`src/design/mm_pkg.sv`:
```
`default_nettype none

package mm_pkg;

   // Largest matrix side supported by default.
   localparam int unsigned MAX_DIM_DEFAULT = 8;

   // Width of the configuration registers and of the write port data.
   localparam int unsigned CSR_DATA_W = 4;
   localparam int unsigned CSR_INDEX_W = 2;

   localparam logic [CSR_INDEX_W-1:0] CSR_LEFT_ROWS = 2'd0;
   localparam logic [CSR_INDEX_W-1:0] CSR_INNER_SIZE = 2'd1;
   localparam logic [CSR_INDEX_W-1:0] CSR_RIGHT_COLS = 2'd2;

   localparam logic [CSR_DATA_W-1:0] DIM_RESET = 4'd8;

   localparam logic [1:0] CMD_LOAD_LEFT = 2'd0;
   localparam logic [1:0] CMD_LOAD_RIGHT = 2'd1;
   localparam logic [1:0] CMD_COMPUTE = 2'd2;

   localparam logic STATUS_OK = 1'b0;
   localparam logic STATUS_ZERO_DIM = 1'b1;

   typedef struct packed {
      logic [1:0] cmd;
      logic [2:0] row_index;
      logic [2:0] col_index;
      logic signed [31:0] entry_value;
   } mm_req_type;

   typedef struct packed {
      logic [2:0] out_row;
      logic [2:0] out_col;
      logic signed [31:0] out_value;
      logic overflow;
      logic status;
      logic last;
   } mm_rsp_type;

   typedef enum logic [2:0] {
      ST_IDLE,
      ST_FETCH,
      ST_DRAIN,
      ST_ROUND,
      ST_EMIT
   } mm_state_type;

   // Control from the sequencer to the multiply-accumulate unit and output stage.
   typedef struct packed {
      logic issue;
      logic round;
      logic emit;
      logic last;
   } mm_ctl_type;

endpackage

`default_nettype wire

```
`src/design/mm_seq.sv`:
```
`default_nettype none

module mm_seq #(
   parameter int unsigned MAX_DIM = mm_pkg::MAX_DIM_DEFAULT
) (
   input wire logic clock,
   input wire logic reset,
   input wire logic go,
   input wire logic [$clog2(MAX_DIM + 1)-1:0] dim_m,
   input wire logic [$clog2(MAX_DIM + 1)-1:0] dim_n,
   input wire logic [$clog2(MAX_DIM + 1)-1:0] dim_p,
   input wire logic pipe_busy,
   output mm_pkg::mm_ctl_type ctl,
   output logic [((MAX_DIM > 1) ? $clog2(MAX_DIM * MAX_DIM) : 1)-1:0] addr_left,
   output logic [((MAX_DIM > 1) ? $clog2(MAX_DIM * MAX_DIM) : 1)-1:0] addr_right,
   output logic [2:0] row,
   output logic [2:0] col,
   output logic busy
);

   localparam int unsigned DW = $clog2(MAX_DIM + 1);
   localparam int unsigned IW = (MAX_DIM > 1) ? $clog2(MAX_DIM) : 1;
   localparam int unsigned AW = (MAX_DIM > 1) ? $clog2(MAX_DIM * MAX_DIM) : 1;

   mm_pkg::mm_state_type state_ff;
   mm_pkg::mm_state_type state_in;
   logic [IW-1:0] r_ff;
   logic [IW-1:0] r_in;
   logic [IW-1:0] c_ff;
   logic [IW-1:0] c_in;
   logic [IW-1:0] k_ff;
   logic [IW-1:0] k_in;
   logic last_k;
   logic last_c;
   logic last_r;

   always_ff @(posedge clock) begin
      if (reset) begin
         state_ff <= mm_pkg::ST_IDLE;
         r_ff <= '0;
         c_ff <= '0;
         k_ff <= '0;
      end else begin
         state_ff <= state_in;
         r_ff <= r_in;
         c_ff <= c_in;
         k_ff <= k_in;
      end
   end

   assign last_k = (DW'(k_ff) == dim_n - DW'(1));
   assign last_c = (DW'(c_ff) == dim_p - DW'(1));
   assign last_r = (DW'(r_ff) == dim_m - DW'(1));

   always_comb begin
      state_in = state_ff;
      r_in = r_ff;
      c_in = c_ff;
      k_in = k_ff;
      ctl = '0;
      unique case (state_ff)
         mm_pkg::ST_IDLE: begin
            if (go) begin
               r_in = '0;
               c_in = '0;
               k_in = '0;
               state_in = mm_pkg::ST_FETCH;
            end
         end
         mm_pkg::ST_FETCH: begin
            ctl.issue = 1'b1;
            if (last_k) begin
               k_in = '0;
               state_in = mm_pkg::ST_DRAIN;
            end else begin
               k_in = k_ff + IW'(1);
            end
         end
         mm_pkg::ST_DRAIN: begin
            if (!pipe_busy) begin
               state_in = mm_pkg::ST_ROUND;
            end
         end
         mm_pkg::ST_ROUND: begin
            ctl.round = 1'b1;
            state_in = mm_pkg::ST_EMIT;
         end
         mm_pkg::ST_EMIT: begin
            ctl.emit = 1'b1;
            ctl.last = last_r && last_c;
            if (last_r && last_c) begin
               state_in = mm_pkg::ST_IDLE;
            end else begin
               state_in = mm_pkg::ST_FETCH;
               if (last_c) begin
                  c_in = '0;
                  r_in = r_ff + IW'(1);
               end else begin
                  c_in = c_ff + IW'(1);
               end
            end
         end
         default: begin
            state_in = mm_pkg::ST_IDLE;
         end
      endcase
   end

   assign addr_left = AW'(int'(r_ff) * MAX_DIM + int'(k_ff));
   assign addr_right = AW'(int'(k_ff) * MAX_DIM + int'(c_ff));
   assign row = 3'(r_ff);
   assign col = 3'(c_ff);
   assign busy = (state_ff != mm_pkg::ST_IDLE);

endmodule

`default_nettype wire

```
`config.mk`:
```
export PLATFORM = sky130hd
export DESIGN_NAME = mm_seq
export DESIGN_NICKNAME = d
export VERILOG_FILES = /design/src/design/mm_pkg.sv /design/src/design/mm_seq.sv
export SDC_FILE = /design/constraint.sdc
export NUM_CORES = 1
export LEC_CHECK = 0
export BUFFER_PORTS_ARGS = -buffer_cell sky130_fd_sc_hd__buf_2
export CORE_MARGIN = 4
export CORE_UTILIZATION = 49
export DETAILED_ROUTE_END_ITERATION = 6
export GPL_ROUTABILITY_DRIVEN = 0
export PLACE_DENSITY = 0.79
export SLEW_MARGIN = 20
export SYNTH_ARGS = -nofsm -noshare
export SYNTH_HDL_FRONTEND = slang
export SYNTH_SLANG_ARGS = --single-unit
```
`constraint.sdc`:
```
create_clock -name clock -period 2.3 [get_ports clock]
set_input_delay 0.23 -clock clock [delete_from_list [all_inputs] [get_ports clock]]
set_output_delay 0.23 -clock clock [all_outputs]
set_load 0.02 [all_outputs]
```
# Yosys cells after proc, flatten, opt, wreduce, memory -nomap -nowiden
# Index checks and enable logic that the tools add are counted.
# totals
register_bits	12
out_inout_bits	23
elab_cells	50
# classes
addsub	8
n_eq_ne	12
mux	17
reduce_logical	9
# ops
cell	n
two-way mux 3 bit	9
one-hot mux 3 bit (2 select lines)	3
one-hot mux 3 bit (5 select lines)	1
adder 6 x 3 -> 6 bit	2
equality test 3 x 4 -> 1 bit	3
subtractor 4 x 1 -> 4 bit, second input constant	3
!= test 2 bit, second input constant	5
adder 3 x 1 -> 3 bit, second input constant	3
equality test 3 x 2 -> 1 bit, second input constant	2
AND reduction 3 bit	2
AND reduction 4 bit	1
nonzero test 2 bit	2
equality test 3 x 1 -> 1 bit, second input constant	1
equality test 3 bit, second input constant	1
logical NOT 3 bit	1
two-way mux 1 bit	3
nonzero test 3 bit	1
two-way mux 2 bit	1
AND reduction 2 bit	1
logical AND 1 bit	1

# Logic depth before layout (Yosys ltp)
# logic_depth
word_depth	5
ltp_mapped	8

# Worst setup path after synthesis
# No wires, ideal clock.
# synth_timing
kind	register to output
startpoint	register c_ff[2], in the netlist col[2]
endpoint	output port ctl[0] (netlist bit)
t_arrival_ns	1.645
required_ns	2.070
slack_ns	0.425
path_stages_with_launch	6
n_path_buf	1
cell_sequence	dfxtp_1 > xor3_1 > nor3_1 > and2_1 > buf_6 > and3_1
# synth_rtl
item	line_no	source
from (decl)	mm_seq.sv:29	logic [IW-1:0] c_ff;
from (signal assigned)	mm_seq.sv:46	c_ff <= c_in;
to (decl)	mm_seq.sv:13	output mm_pkg::mm_ctl_type ctl,

==> metrics.yaml <==
sta:
  rsz0062_at_grt: "no"
  relSlewSlack_pct: 67.0
  fin_crit_ns: 2.14
  setup_viol: 0
  tightest_slew_ns: 0.492
  fmax_ghz: 0.467
  fin_crit_sh_pct: 93.0
  skew_ns: 0.00698
  hold_viol: 0
  fin_tns_setup_ns: 0
  final_max_slew_viol_count: 0
synth:
  yosysSeqAreaShare_pct: 22.7
  synthArstFlopShare_pct: 0
  ys_types: 46
  netlist_instances: 128
  synth_ff_type: "dfxtp_1"
  syn_nets: 150
  synth_seq_cells: 12
  synth-edff-count: 0
  ys_warn_count: 0
  syn_area_per_cell_um2: 8.27
  syn_area_um2: 1060
cts:
  htree_num_levels: 1
  cts_buffers: 3
  clock_path_buffers: 2
  cts_tree: "yes"
  clk_pin_slew_ns: 0.08
  cts-root-buf: "clkbuf_4"
  numClockSinks: 12
  clk_latency_ns: 0.27
  cts_setup_buffers: 0
detailed_routing:
  route.met3.wl_um: 172
  drt_iter0_markers: 23
  postRouteWirelength_mm: 2.51
  met1_length_mm: 1.07
  routed.top_layer: "met3"
  routedWlPerCell_um: 13.7
  viasPerCell: 5.69
  drc_errors: 0
  ant_nets: 0
  dr_wl_met2_mm: 1.27
  vias: 1041
  firstDrtPassIters: 4
hold_path:
  hold_class: "input port to flip-flop"
power_and_ir_drop:
  p_leak_nw: 0.618
  peakVddDrop_mv: 0.298
  p_per_area_nw_per_um2: 419
worst_setup_path:
  worstSetupStartpointType: "flip-flop"
  end_kind: "primary output"
  crit_fanout: 9
  cp_data_arrival_time_ns: 1.91
  worstPathRequired_ns: 2.07
  path_class: "flip-flop to primary output"
layout:
  drive_gt1_share_pct: 32.1
  fin_nets: 179
  synthToLayoutAreaGrowth_pct: 15.7
  multi_input_area_um2: 686
  stdcell_area_um2: 1220
  fillers: 182
  register_area_um2: 241
  finalNonFillerCells: 183
  n_antenna_cell: 0
job:
  maxCapViolCount: 0
global_route:
  grt_use_total_pct: 18.8
  antenna_found_initial: 0
  grt_max_degree: 14
  grt_pass1_wl_mm: 4.09
  grt_pass1_vias: 941
  grt_overflow_total: 0
floorplanning:
  die_h_um: 54.5
  die_width_um: 54.5
  rows: 16
  start_util_pct: 52.9
  design.die.area_um2: 2970
  core-area_um2: 2000
  io_pins: 39
placed_design:
  io_buffers: 38
  hpwlAfterDp_mm: 1.96
  placed_cells: 179
  place_area_um2: 1190
status:
  status: "finished, final reports clean"
report_power, final:
part           total [W]  internal [W]  switching (W)
clock network   0.000168     0.0000962      0.0000716
registers       0.000220      0.000212     0.00000776
logic           0.000126     0.0000517      0.0000739
worst paths after layout:
path / slack [ns] / to / cells after the start / start
hold / removal: 0.30 / k_ff[1] / 2 / reset
hold reg to reg: 0.55 / k_ff[2] / 2 / k_ff[2]
setup reg to reg: 0.40 / row[1] / 5 / col[2]
setup / recovery: 0.16 / ctl[0] / 5 / col[2]
cell usage in the layout (no fill, tap or decap), types with 2 or more instances in the layout:
cell type and count:
xor2_1 4, o21ai_0 3, xnor2_1 5, ha_1 6
a311oi_2 2, nand2_1 10, clkbuf_4 3, inv_1 10
nand3_1 5, nand4_1 3, dfxtp_1 11, mux2i_1 4
nand2b_1 4, buf_2 38, nor3b_1 3, or3_1 4
a21oi_1 2, nor3_1 5, nor2_1 8
stage by stage:
step	utilization, %	hold slack (ns)	power (W)	setup WS [ns]
finish	61.2	0.303	0.000513	0.161
global route	61.2	0.319	0.000542	0.00793
CTS	61.1	0.299	0.000517	0.0822
detailed placement	59.3	0.537	0.000349	0.243
global placement	59.3	0.512	0.000342	0.338
floorplan	-	0.413	0.000314	0.425
cell families after synthesis:
| group | after synthesis | synth area share, % |
|---|---|---|
| xor+xnor | 10 | 9.69 |
| mux | 4 | 3.78 |
| compound gates | 22 | 18.6 |
| flops | 12 | 22.7 |
| fa+ha+maj | 6 | 7.09 |
| simple gates | 50 | 25.5 |
| buf+inv | 24 | 12.6 |
critical path, cell delays in order (launching register included):
cell and delay (ns):
dfxtp_2 0.40, xor3_1 0.42, nor3_1 0.21, and2_2 0.28, and3_1 0.17, buf_2 0.16
cell type report:
type                       count  share of cell area (%)
clock buffer                   4                    2.96
inverter                      10                    3.06
multi-input combinational     92                    56.0
sequential                    12                    19.7
tap                           27                    2.76
timing repair buffer          38                    15.5
flip-flops by register name, summed over array words and instances (netlist names):
name      cells
k_ff          3
row           3
state_ff      3
col           3
cell usage after synthesis (2+ instances only):
master    count  area (um^2)
inv_1        10         37.5
a311oi_2      2         30.0
nor2_1        8         30.0
xnor2_1       5         43.8
dfxtp_1      12          240
nor3_1        5         25.0
o21ai_0       3         15.0
nand2b_1      4         25.0
nor3b_1       3         22.5
mux2i_1       4         40.0
buf_2         2         10.0
ha_1          6         75.1
nand2_1      10         37.5
or3_1         4         25.0
nand3_1       5         25.0
a21oi_1       2         10.0
buf_4         9         67.6
nand4_1       3         18.8
xor2_1        4         35.0
layer usage:
layer,vias to the layer above,global-route usage [%]
li1,508,-
met1,501,21.3
met2,32,34.5
met3,0,5.45
met4,0,4.15
met5,-,0
what timing repair did:
item / in CTS / in global routing
resized for setup: 1 / 1
setup endpoints to repair: 1 / 1
hold buffers: 0 / 0
pin swaps: 0 / 0
Note: power is estimated with default switching activity, not from simulation.
