**src/design/mm_pkg.sv**
```systemverilog
`default_nettype none

package mm_pkg;

   // Largest matrix side supported by default.
   localparam int unsigned MAX_DIM_DEFAULT = 8;

   // Width of the configuration registers and of the write port data.
   localparam int unsigned CSR_DATA_W = 4;
   localparam int unsigned CSR_INDEX_W = 2;

   localparam logic [CSR_INDEX_W-1:0] CSR_LEFT_ROWS = 2'd0;
   localparam logic [CSR_INDEX_W-1:0] CSR_INNER_SIZE = 2'd1;
   localparam logic [CSR_INDEX_W-1:0] CSR_RIGHT_COLS = 2'd2;

   localparam logic [CSR_DATA_W-1:0] DIM_RESET = 4'd8;

   localparam logic [1:0] CMD_LOAD_LEFT = 2'd0;
   localparam logic [1:0] CMD_LOAD_RIGHT = 2'd1;
   localparam logic [1:0] CMD_COMPUTE = 2'd2;

   localparam logic STATUS_OK = 1'b0;
   localparam logic STATUS_ZERO_DIM = 1'b1;

   typedef struct packed {
      logic [1:0] cmd;
      logic [2:0] row_index;
      logic [2:0] col_index;
      logic signed [31:0] entry_value;
   } mm_req_type;

   typedef struct packed {
      logic [2:0] out_row;
      logic [2:0] out_col;
      logic signed [31:0] out_value;
      logic overflow;
      logic status;
      logic last;
   } mm_rsp_type;

   typedef enum logic [2:0] {
      ST_IDLE,
      ST_FETCH,
      ST_DRAIN,
      ST_ROUND,
      ST_EMIT
   } mm_state_type;

   // Control from the sequencer to the multiply-accumulate unit and output stage.
   typedef struct packed {
      logic issue;
      logic round;
      logic emit;
      logic last;
   } mm_ctl_type;

endpackage

`default_nettype wire

```
**src/design/mm_mac.sv**
```systemverilog
`default_nettype none

module mm_mac #(
   parameter int unsigned MAX_DIM = mm_pkg::MAX_DIM_DEFAULT
) (
   input wire logic clock,
   input wire logic reset,
   input wire mm_pkg::mm_ctl_type ctl,
   input wire logic signed [31:0] left_data,
   input wire logic signed [31:0] right_data,
   output logic pipe_busy,
   output logic signed [31:0] value,
   output logic overflow
);

   // The exact sum of up to MAX_DIM full Q32.32 products.
   localparam int unsigned ACC_W = 64 + ((MAX_DIM > 1) ? $clog2(MAX_DIM) : 0);
   localparam int unsigned RW = ACC_W - 15;

   logic rd_v_ff;
   logic mul_v_ff;
   logic signed [63:0] prod_ff;
   logic signed [ACC_W-1:0] acc_ff;
   logic signed [ACC_W-1:0] acc_in;
   logic signed [RW-1:0] rounded_ff;
   logic signed [RW-1:0] rounded_in;
   logic signed [ACC_W-17:0] floor_val;
   logic [15:0] frac;
   logic round_up;
   logic in_range;

   always_ff @(posedge clock) begin
      if (reset) begin
         rd_v_ff <= 1'b0;
         mul_v_ff <= 1'b0;
      end else begin
         rd_v_ff <= ctl.issue;
         mul_v_ff <= rd_v_ff;
      end
   end

   always_ff @(posedge clock) begin
      prod_ff <= left_data * right_data;
   end

   always_comb begin
      acc_in = acc_ff;
      if (ctl.round) begin
         acc_in = '0;
      end else if (mul_v_ff) begin
         acc_in = acc_ff + ACC_W'(prod_ff);
      end
   end

   always_ff @(posedge clock) begin
      if (reset) begin
         acc_ff <= '0;
      end else begin
         acc_ff <= acc_in;
      end
   end

   // Round to nearest, ties away from zero, judged on the sign of the floor.
   always_comb begin
      floor_val = acc_ff[ACC_W-1:16];
      frac = acc_ff[15:0];
      if (!acc_ff[ACC_W-1]) begin
         round_up = frac[15];
      end else begin
         round_up = (frac > 16'h8000);
      end
      rounded_in = RW'(floor_val) + RW'({1'b0, round_up});
   end

   always_ff @(posedge clock) begin
      if (ctl.round) begin
         rounded_ff <= rounded_in;
      end
   end

   always_comb begin
      in_range = (rounded_ff[RW-1:31] == '0) || (rounded_ff[RW-1:31] == '1);
      overflow = !in_range;
      if (in_range) begin
         value = rounded_ff[31:0];
      end else if (rounded_ff[RW-1]) begin
         value = 32'sh8000_0000;
      end else begin
         value = 32'sh7FFF_FFFF;
      end
   end

   assign pipe_busy = rd_v_ff || mul_v_ff;

`ifndef ASSERT_OFF
   a_round_after_drain: assert property (@(posedge clock) disable iff (reset)
      ctl.round |-> !pipe_busy)
      else $error("rounding started while products were still in flight");
`endif

endmodule

`default_nettype wire

```
**config.mk**
```make
export PLATFORM = sky130hd
export DESIGN_NAME = mm_mac
export DESIGN_NICKNAME = d
export VERILOG_FILES = /design/src/design/mm_pkg.sv /design/src/design/mm_mac.sv
export SDC_FILE = /design/constraint.sdc
export NUM_CORES = 2
export LEC_CHECK = 0
export ABC_AREA = 1
export CAP_MARGIN = 15
export CORE_ASPECT_RATIO = 1.25
export CORE_MARGIN = 4
export CORE_UTILIZATION = 50
export DETAILED_ROUTE_END_ITERATION = 7
export DONT_BUFFER_PORTS = 1
export PLACE_DENSITY = 0.61
export SYNTH_ARGS = -nofsm -noshare
export SYNTH_HDL_FRONTEND = slang
export SYNTH_SLANG_ARGS = --single-unit
```
**constraint.sdc**
```tcl
create_clock -name clock -period 8.6 [get_ports clock]
set_input_delay 0.86 -clock clock [delete_from_list [all_inputs] [get_ports clock]]
set_output_delay 0.86 -clock clock [all_outputs]
set_load 0.1 [all_outputs]
```
# Yosys cells after proc, flatten, opt, wreduce, memory -nomap -nowiden
# Index checks and enable logic that the tools add are counted.
op_classes:
  n_lt_le_gt_ge: 1
  n_addsub: 2
  reduce_logical: 5
  n_eq_ne: 1
  mul: 1
  n_mux: 3
op_table:
  columns: ["op", "count"]
  rows:
  - ["$add A67 B64 Y67", 1]
  - ["$mul A32 B32 Y64", 1]
  - ["$mux W32", 2]
  - ["$add A51 B2 Y52", 1]
  - ["$eq A21 B21 Y1 const B", 1]
  - ["$logic_not A21 Y1", 1]
  - ["$gt A16 B16 Y1 const B", 1]
  - ["$logic_or A1 B1 Y1", 2]
  - ["$reduce_or A2 Y1", 1]
  - ["$logic_not A1 Y1", 1]
  - ["$mux W1", 1]
totals:
  output_inout_bits: 34
  elab_cells: 18
  regBits: 185
  in_bits: 70

# Logic depth before layout (Yosys ltp)
logic_depth:
  word_depth: 3
  depth_mapped: 34
  depth_no_buf: 33

# Worst setup path after synthesis
# Ideal clock, no wire load.
synth_timing:
  kind: "input to register"
  from: "input left_data[31]"
  to: "register prod_ff[53]"
  arrival_time_ns: 7.585
  n_path_buf: 1
  required_time_ns: 8.528
  setup_slack_ns: 0.943
  setup_time_ns: 0.072
  path_stages: 25
  cell_sequence: "clkbuf_1 > nand2_1 > fa_1 > fa_1 > inv_1 > fa_1 > fa_1 > inv_1 > fa_1 > inv_1 > fa_1 > inv_1 > fa_1 > inv_1 > fa_1 > ha_1 > nand2_1 > nor2_1 > inv_1 > nor2_1 > inv_1 > nor2_1 > inv_1 > o211ai_1 > xor2_1"
synth_between:
  elab_chain_cells: 1
synth_rtl:
  columns: ["item", "line", "text"]
  rows:
  - ["from (decl)", "mm_mac.sv:9", "input wire logic signed [31:0] left_data,"]
  - ["$mul A32 B32 Y64", "mm_mac.sv:43", "prod_ff <= left_data * right_data;"]
  - ["to (signal assigned)", "mm_mac.sv:43", null]
  - ["to (decl)", "mm_mac.sv:22", "logic signed [63:0] prod_ff;"]
# Every way passes these cells.
# A chain may end at the register's enable or synchronous reset.

# Final worst setup path
layout_timing:
  from: "input right_data[5]"
  to: "register prod_ff[59]"
layout_between:
  elab_chain_cells: 1
layout_rtl:
  columns: ["item", "line", "text"]
  rows:
  - ["from (decl)", "mm_mac.sv:10", "input wire logic signed [31:0] right_data,"]
  - ["$mul A32 B32 Y64", "mm_mac.sv:43", null]
# Every way passes these cells.

==> results.md <==
* Status: complete, no violations
* Setup CP Type: in -> reg
* Hold Startpoint: reset
* Yosys reg bits at 185
* Critical path startpoint category: input pin
* Commonest non-fill, non-tap cell in the layout: inv_1
* Global route overflow at 0
* Die ar. at 0.1057 mm^2
* Final std cells w/o fill at 7746
* Reg2reg setup slack at 4.70 ns
* Mapped Area at 0.05026 mm^2
* Worst slew pin tran at 0.9525 ns
* Layout Nets at 7833
* Hold buffers post-CTS at 0
* Layout overhead on the synthesized area at 3.353%
* Share of cells above drive strength 1 at 1.290%
* Highest metal used: met5
* Final Hold Viols at 0
* Wirelength per Cell at 19.62 um
* 1st-iter DRT viols at 2231
* CTS buffer count at 25
* R2r endpoint: rounded_ff[46]
* Clock Skews at 0.01908 ns
* GP Congestion at 0.9703
* Fin crit period at 7.356 ns
* Critical R2R Launch: acc_ff[66]
* FMAX at 135.9 MHz
* DRC violations left at 0
* Resized cells post-CTS at 0
* Clock Latency Late Sink at 0.52 ns
* CTS clock-pin slew for the worst setup and hold paths at 0.07 ns
* RSZ-0062 raised after global routing: false
* Number of global-route vias before repair at 44240
* # placed instances at 7711
* First-pass GRT wire length at 243300 um
* Hpwl dp at 128500 um
* Syn Area/Cell at 7.605 um^2
* Worst EP required at 9.00 ns
* # H-tree levels at 4
* Most frequent cells in the layout: inv_1, nand2_1, fa_1, nor2_1, ha_1
* Warning count from the yosys run at 0
* Largest net degree at the start of global routing at 86
* Sum Neg Setup Slack at 0 ns
* CP arrival at 7.76 ns
* IO buf count at 0
* Final core utilization at 52.25%
* Worst Hold End: mul_v_ff
* DR pass1 iterations at 7
* Gr usage total at 29.59%
* Hold Path Stages at 1
* CP Capture Type: register
* Max_slew headroom at 36.34%
* Die H at 362.5 um
* Met2 routed WL at 79000 um
* Met3 WL at 7384 um
* Wire length on met1 at 58470 um
* Final setup fails at 0
* Worst reg2reg path depth at 12
* Top Ports at 104
* CP Max Fanout at 32
* Die W at 291.6 um
* Post-synthesis sequential area ratio at 8.404%
* Routed vias at 40160
* Final antenna-violating net count at 0
* Cells after synthesis at 6609
* Clock tree sinks at 185
* Via density per instance at 5.185
* Slew Limit Fails at 0
* Max Cap Viol at 0
* Routed WL at 152000 um
* CTS tree: built
* Fin crit share at 85.54%
* Root buf cell: clkbuf_16
* Synth Net Count at 8014
* Core area at 0.09943 mm^2
* Yosys cell types at 46
* Initial antenna violation count at 2
* Row count at 129
* Setup Buffers After CTS at 0
* Initial core utilization at 50.55%
* Hold WC Path Type: in -> reg
* Clk buf depth at 3
## registers in the layout, indices dropped and copies added (netlist names)
register,count
mul_v_ff,1
rd_v_ff,1
rounded_ff,52
prod_ff,64
acc_ff,67
## cells in the mapped netlist (all sizes together)
cell type | count | share of area (%)
and2 | 1 | 0.012
nand4 | 44 | 0.56
nor4b | 1 | 0.017
nor2 | 390 | 3.0
nand3b | 2 | 0.030
dfxtp | 133 | 5.3
fa | 1083 | 43
a21oi | 216 | 2.2
a21o | 15 | 0.22
o21ai | 145 | 1.4
xnor2 | 19 | 0.33
buf | 2 | 0.017
nand3 | 147 | 1.5
nand2 | 1666 | 12
a221oi | 1 | 0.017
clkbuf | 221 | 1.7
nor3b | 1 | 0.037
xor2 | 128 | 2.2
a21boi | 5 | 0.075
o211ai | 7 | 0.10
inv | 1931 | 14
o211a | 1 | 0.020
o21a | 2 | 0.030
a41oi | 1 | 0.017
ha | 252 | 6.3
nor3 | 50 | 0.56
a211oi | 3 | 0.045
edfxtp | 52 | 3.1
and3 | 1 | 0.012
nor4 | 27 | 0.34
a31oi | 15 | 0.19
o21bai | 35 | 0.52
or2 | 12 | 0.15
## metrics by stage
stage | setup WS [ns] | area, um^2 | hold slack, ns
floorplan | 0.9430 | 50260 | 0.4098
global placement | 0.7038 | 51180 | 0.4200
detailed placement | 0.6407 | 51180 | 0.4233
CTS | 1.195 | 51940 | 0.3802
global route | 0.8538 | 51940 | 0.3886
finish | 1.244 | 51950 | 0.4069
## layout make-up
cell class	instances	area, um^2
fillers	10010	47480
multi-input cells	4270	37950
inverters	1931	7248
flip-flops and latches	185	4225
well taps	1310	1639
clock buffers	27	653.1
repair buffers	15	112.6
clock inverters	5	106.4
diodes	3	7.507
## worst max-delay path, stage by stage
cell and delay [ns]:
nand2_1 0.15, inv_1 0.08, fa_1 0.43, inv_1 0.25
fa_1 0.47, inv_1 0.21, fa_1 0.50, fa_1 0.52
inv_1 0.27, fa_1 0.59, inv_1 0.06, fa_1 0.53
inv_1 0.05, fa_1 0.48, inv_1 0.06, fa_1 0.45
ha_1 0.39, nand2_1 0.16, nor2_1 0.13, inv_1 0.07
nor3_1 0.43, nand3_1 0.12, or2_1 0.30, nand4_1 0.09
nand2_1 0.09
## routing by layer
layer	GRT usage, %	vias to the layer above
met5	0	-
met4	11.98	2
met3	3.156	346
met2	54.53	1143
met1	35.32	20120
li1	-	18550
## worst max-delay path by stage
stage,startpoint,end,cells past startpoint
2_1_floorplan,left_data[31],prod_ff[53],25
3_3_place_gp,right_data[5],prod_ff[58],26
3_5_place_dp,right_data[5],prod_ff[59],25
4_1_cts,right_data[5],prod_ff[59],25
5_1_grt,right_data[5],prod_ff[57],25
6_report,right_data[5],prod_ff[59],25
## kinds of logic after synthesis
logic type | Yosys count | synth area share, %
and+or+nand+nor | 2342 | 18.70
buffers and inverters | 2154 | 16.09
adders and majority gates | 1335 | 49.41
AOI/OAI and AO/OA | 446 | 4.837
DFF | 185 | 8.404
xor gates and xnor gates | 147 | 2.562
Power is left out: the tool's default activity adds up to more than one toggle a clock period on the data nets, which glitch-free logic cannot reach.
